## src/rtl/glyph_and_kern_table_search_defines.svh

```systemverilog
// assertion macros for the glyph and kern table search top level rtl
// no dependencies; the including module must have aclk and aresetn in scope
`ifndef GLYPH_AND_KERN_TABLE_SEARCH_DEFINES_SVH
`define GLYPH_AND_KERN_TABLE_SEARCH_DEFINES_SVH

`ifndef SYNTHESIS
`define GKS_ASSERT_SAME(label, ante, cons) \
    label: assert property (@(posedge aclk) disable iff (!aresetn) (ante) |-> (cons)) \
        else $error("gks assertion failed");
`define GKS_ASSERT_NEXT(label, ante, cons) \
    label: assert property (@(posedge aclk) disable iff (!aresetn) (ante) |=> (cons)) \
        else $error("gks assertion failed");
`else
`define GKS_ASSERT_SAME(label, ante, cons)
`define GKS_ASSERT_NEXT(label, ante, cons)
`endif

`endif

```

## src/rtl/gks_ram.sv

```systemverilog
// generic single-port-write, single-port-read ram with registered read data
// no dependencies
module gks_ram #(
    parameter int WIDTH = 8,
    parameter int DEPTH = 16
) (
    input  logic                     aclk,
    input  logic                     we,
    input  logic [$clog2(DEPTH)-1:0] waddr,
    input  logic [WIDTH-1:0]         wdata,
    input  logic                     re,
    input  logic [$clog2(DEPTH)-1:0] raddr,
    output logic [WIDTH-1:0]         rdata
);

    logic [WIDTH-1:0] mem [DEPTH];
    logic [WIDTH-1:0] rdata_reg;

    always_ff @(posedge aclk) begin
        if (we) begin
            mem[waddr] <= wdata;
        end
        if (re) begin
            rdata_reg <= mem[raddr];
        end
    end

    assign rdata = rdata_reg;

endmodule
```

## config.mk

```make
export PLATFORM = sky130hd
export DESIGN_NAME = gks_ram
export DESIGN_NICKNAME = d
export VERILOG_FILES = /design/src/rtl/glyph_and_kern_table_search_defines.svh /design/src/rtl/gks_ram.sv
export SDC_FILE = /design/constraint.sdc
export NUM_CORES = 1
export LEC_CHECK = 0
export BUFFER_PORTS_ARGS = -buffer_cell sky130_fd_sc_hd__buf_2
export CAP_MARGIN = 20
export CORE_MARGIN = 4
export CORE_UTILIZATION = 60
export DETAILED_ROUTE_END_ITERATION = 8
export GPL_TIMING_DRIVEN = 0
export PLACE_DENSITY = 0.88
export SLEW_MARGIN = 20
export SYNTH_ARGS = -nofsm -noshare
export SYNTH_HDL_FRONTEND = slang
export SYNTH_SLANG_ARGS = --single-unit
```

## constraint.sdc

```tcl
create_clock -name aclk -period 1.8 [get_ports aclk]
set_clock_uncertainty 0.05 [all_clocks]
set_input_delay 0.09 -clock aclk [delete_from_list [all_inputs] [get_ports aclk]]
set_output_delay 0.09 -clock aclk [all_outputs]
set_load 0.03 [all_outputs]
```

# == Word-level counts from Yosys, hierarchy flattened ==
# Memories as Yosys holds them, arrays and structs flattened. A register that Yosys moved wholly into a read port is not among the register bits.
# Index checks and enable logic that the tools add are counted.
# word_totals
ff_bits,0
ram_bits,128
in_bits,19
out_inout_bits,8
mem_count,1
# classes
n_mux,2
# mem_list
memory,depth,width,read_ports,rd_ports_with_merged_regs,write_ports,line_no,text
mem,16,8,1,1,1,gks_ram.sv:16,logic [WIDTH-1:0] mem [DEPTH];
# op_table
cell,count
$mux W1,2

# == Logic depth before layout (Yosys ltp) ==
# Gate-level depths: netlist (run 1).
# depth
depth_word,2
depth_mapped,5
ltp_nobuf,3

# == Worst setup path before layout (run 1) ==
# OpenSTA, ideal clock, no wires.
# synth_timing
path_type,input port to flip-flop
startpoint,in waddr[2]
endpoint,mem mem[0][0] (enable)
t_arrival_ns,1.200
required_time_ns,1.367
slack_ns,0.167
stages,2
path_buffers,0
path_cell_list,or3b_2 nor3_1
# synth_lines
element,line_no,text
start: declaration,gks_ram.sv:9,"input logic [$clog2(DEPTH)-1:0] waddr,"
end: declaration,gks_ram.sv:16,
# Straight into the memory's write port.

==> run metrics, run 1 <==
outcome=finished clean; Leakage=0.00206 uW; Synth Warn #=0; # hold bufs at CTS=9; Tmin final=1.62 ns; Slew Limit Fails=0; Crit path required time=2.01 ns; WP buf/inv=0; hold depth=2; Async SR Flop Fraction=0; Max-slew headroom=0.456; WP data arrival=1.83 ns; gr usage total=0.238; number of flops mapped to enable cells by yosys=136; CTS tree=done; number of I/O port buffers=25; CTS max path bufs=2; syn_nets=248; Fin Hold WS=0.0788 ns; Mapped Cells=229; mux cell area share after synthesis=0.148; Skew-Pair Late Insertion Delay=0.52 ns; Avg Synthesized Cell Area=22.8 sq um; Layout area overhead=17.3%; CP Class=flop to flop; crit-path leading delay family=multiplexers; share of layout cells above drive strength 1=0.280; worst vdd rail ir drop=0.948 mV; # resized after CTS=0; FILL cells=456; largest fanout on the critical path=1; Avg WL per Cell=27.5 microns; HP Class=input port to flop; First-pass DRT Iterations=4; CP startpoint kind=flop; largest family of logic cells by synthesized area=multiplexers; initial DRC count=208; Area contributors post-synth=edfxtp_1 (78%), mux4_2 (7.8%), mux4_1 (7.0%); share of the clock period used by the worst path=0.900; R2R depth=3; adder-cell share of the synthesized area=0; htree depth=4; vias per cell=6.53; CP Depth=3; standard-cell rows=33; Core Util, Final=0.735; most frequent cell after synthesis=edfxtp_1; Residual DRC=0; vias=2617; post-detailed-route count of antenna-violating nets=0; max_cap viols=0; die footprint=10300 sq um; register area share after synthesis=0.781; final net count=302; initial antenna violation count=0; Largest register FFs=128; cell count after placement=360; largest net degree at the start of global routing=17; Cell Pwr Density=1160 nW/um^2; Worst-path clk slew=0.06 ns; Post-synth top cells=edfxtp_1 (136), mux4_2 (18), a22oi_1 (16), mux4_1 (14), nor2_1 (13); Mapped Area=5230 sq um; Slowest-stage cell, CP=mux4_1; first-pass GRT wire length=16700 microns; die width=101 microns; Sink Count=136; core area=8340 sq um; Compound-Gate Fraction of Synth Area=0.0230; crit end category=flop; Synth cell types=18; Yosys top cell area share=0.781; DP HPWL=6540 microns; setup violators final=0; Antenna Cells=0; RSZ-0062 raised after global routing=false; post-CTS setup buffers=0; Starting Density=0.627; Worst-Margin Slew=0.813 ns; Ports=27; gr ovfl total=0; Post-synth top flop=edfxtp_1; Post-Synth XOR/XNOR Area=0; Yosys reg bits=136; height of the die=101 microns; Num CTS Buffers=17; routed wire length=11000 microns; Final Hold Vio Count=0; Critical Path Max Stage Delay=0.57 ns; Post-Layout Cell Count=401; GP Congestion=0.747; fmax=0.617 GHz; number of global-route vias before repair=2727; critical path cell sequence=mux4_1, a22oi_1, nand2_1; post-synth top area cell=edfxtp_1; setup TNS=0 ns; post-synthesis simple-gate area fraction=0.0314; Clock Tree Root=clkbuf_8
-- metal layers --
metal | vias to the layer above | track usage | part of all wire
li1 | 1093 | - | -
met1 | 1348 | 0.320 | 0.38
met2 | 154 | 0.371 | 0.51
met3 | 22 | 0.0613 | 0.080
met4 | 0 | 0.110 | 0.029
met5 | - | 0 | 0
-- layout make-up --
| type | count | area, sq um | area share |
|---|---|---|---|
| flip-flops and latches | 136 | 4080 | 0.666 |
| clock buffers | 21 | 429 | 0.0700 |
| repair buffers | 35 | 223 | 0.0363 |
| clock inverters | 11 | 106 | 0.0173 |
| plain buffers | 10 | 86.3 | 0.0141 |
| well taps | 105 | 131 | 0.0214 |
| multi-input cells | 83 | 1070 | 0.175 |
-- path summary, 6_finish.rpt --
| kind | slack (ns) | endpoint | start |
|---|---|---|---|
| setup / recovery | 0.18 | rdata[2] | mem[6][2] |
| setup reg to reg | 0.18 | rdata[2] | mem[6][2] |
| hold / removal | 0.08 | mem[4][0] | waddr[1] |
| hold reg to reg | 0.72 | rdata[3] | mem[8][3] |
-- stage by stage --
stage,area (sq um),setup slack [ns],total power [uW]
after global routing,6130,0.142,7320
after global placement,5480,-0.344,3990
after CTS,6130,0.175,7140
final,6130,0.179,7130
after floorplan,5230,0.167,3860
after detailed placement,5510,-0.0413,4020
-- cells in the final DEF (no fill, tap or decap), drive strengths merged, types with 3 or more instances in the layout --
| cell type | instances |
|---|---|
| edfxtp | 136 |
| buf | 33 |
| mux4 | 32 |
| clkbuf | 21 |
| a22oi | 16 |
| nor2 | 13 |
| nand2 | 9 |
| dlygate4sd3 | 9 |
| clkinv | 7 |
| nor3 | 4 |
| clkdlybuf4s25 | 3 |
-- report_power, final --
group / switching [uW] / total [uW] / internal [uW]
Sequential: 19.4 / 3590 / 3570
Combinational: 237 / 389 / 151
Clock: 1210 / 3150 / 1940
-- kinds of logic (layout without fill, tap and decap cells) --
| family | count (synthesis) | after routing |
|---|---|---|
| multiplexers | 32 | 32 |
| AND/OR/NAND/NOR | 35 | 35 |
| buffers and inverters | 10 | 77 |
| flip-flops | 136 | 136 |
| AO/OA/AOI/OAI | 16 | 16 |
No activity file was read; power rests on OpenSTA's default activity.
==> run 2, diff against run 1 <==
- CORE_UTILIZATION: 60 -> 54
- PLACE_DENSITY: 0.88 -> 0.84
- SLEW_MARGIN: 20 -> unset
- clock period: 1.8 -> 1.4 ns (I/O delays scaled with it)
==> run metrics, run 2 (synthesized netlist as in run 1, its figures left out) <==
CTS max path bufs=2; WP data arrival=1.72 ns; htree depth=4; Critical Path Max Stage Delay=0.49 ns; gr usage total=0.196; crit end category=flop; crit-path leading delay family=multiplexers; Avg WL per Cell=23.6 microns; critical path cell sequence=mux4_2, a22oi_2, nand2_1; Cell Pwr Density=1500 nW/um^2; GP Congestion=0.759; switching fraction of total power=0.201; RSZ-0062 raised after global routing=true; fmax=0.659 GHz; Logic pwr share=0.056; Layout area overhead=19.7%; setup violators final=8; Worst-path clk slew=0.06 ns; Seq pwr share=0.492; WP buf/inv=0; die footprint=11300 sq um; standard-cell rows=35; commonest non-fill, non-tap cell in the layout=edfxtp_1; Slew Limit Fails=0; die width=106 microns; cell count after placement=385; Starting Density=0.560; final net count=308; Num CTS Buffers=17; largest fanout on the critical path=1; Pwr Total=9380 uW; CP startpoint kind=flop; Leakage=0.00205 uW; vias per cell=5.90; Clock Tree Root=clkbuf_8; Final Hold Vio Count=0; number of global-route vias before repair=2669; FILL cells=577; largest net degree at the start of global routing=17; Residual DRC=0; leading cell types in the layout, fill and taps excluded=edfxtp_1 (136), buf_2 (30), mux4_2 (29); first-pass GRT wire length=15600 microns; height of the die=106 microns; outcome=finished, violations left; fin worst setup slack=-0.118 ns; Clock Power Share=0.452; switching power=1890 uW; initial antenna violation count=0; vias=2542; Skew-Pair Late Insertion Delay=0.51 ns; failing checks=negative setup slack; CP Class=flop to flop; CTS tree=done; Post-Layout Cell Count=431; Internal=7490 uW; share of layout cells above drive strength 1=0.354; Max-slew headroom=0.459; Worst-Margin Slew=0.806 ns; Crit path required time=1.60 ns; initial DRC count=369; share of the clock period used by the worst path=1.08; Sink Count=136; Ports=27; Slowest-stage cell, CP=mux4_2; routed wire length=10200 microns; core area=9330 sq um; Tmin final=1.52 ns; gr ovfl total=0; pre-CTS WS=-0.417 ns; First-pass DRT Iterations=5; Largest register FFs=128; HP Class=input port to flop; worst vdd rail ir drop=1.05 mV; Antenna Cells=0; DP HPWL=6490 microns; setup TNS=-0.542 ns; number of I/O port buffers=25; post-detailed-route count of antenna-violating nets=0; max_cap viols=0
-- run 2: path summary, 6_finish.rpt --
path | startpoint | end | slack (ns) | cells past startpoint
worst max-delay path | mem[2][3] | rdata[3] | -0.12 | 3
worst min-delay path | waddr[1] | mem[8][4] | 0.02 | 2
worst max register to register | mem[2][3] | rdata[3] | -0.12 | 3
worst min register to register | mem[11][5] | rdata[5] | 0.73 | 3
-- run 2: power groups by stage --
stage / clock network (uW) / logic [uW] / registers [uW]
final: 4240 / 527 / 4610
after detailed placement: 0 / 472 / 4690
after floorplan: 0 / 235 / 4730
after CTS: 4260 / 520 / 4610
after global routing: 4480 / 563 / 4620
after global placement: 0 / 451 / 4690
-- run 2: repair_timing --
action,CTS,global route
setup endpoints to repair,8,8
buffers inserted,0,0
endpoints found under the hold margin,144,2
pin swaps,12,5
hold buffers,11,2
resized for setup,19,2
-- run 2: cell type report --
type / count / area, sq um / share of cell area
Multi-Input combinational cell: 83 / 1070 / 0.171
Timing Repair Buffer: 41 / 273 / 0.0436
Sequential cell: 136 / 4080 / 0.653
Tap cell: 129 / 161 / 0.0258
Clock inverter: 14 / 158 / 0.0252
Clock buffer: 18 / 418 / 0.0668
Buffer: 10 / 93.8 / 0.0150
-- run 2: stage by stage --
| step | hold slack, ns | area, sq um | utilization |
|---|---|---|---|
| 6_report | 0.0186 | 6260 | 0.671 |
| 3_5_place_dp | 0.367 | 5540 | 0.594 |
| 2_1_floorplan | 0.119 | 5240 | - |
| 4_1_cts | -0.0108 | 6220 | 0.667 |
| 5_1_grt | 0.00309 | 6260 | 0.671 |
| 3_3_place_gp | 0.357 | 5530 | 0.592 |
-- run 2: layer usage --
metal  vias up  global-route usage  wire length [microns]  share of wire
met5         -                   0                      0              0
met4         0              0.0638                    119          0.012
met3        11              0.0516                    841          0.083
met2       152               0.304                   5050           0.50
met1      1287               0.274                   4180           0.41
li1       1092                   -                      -              -
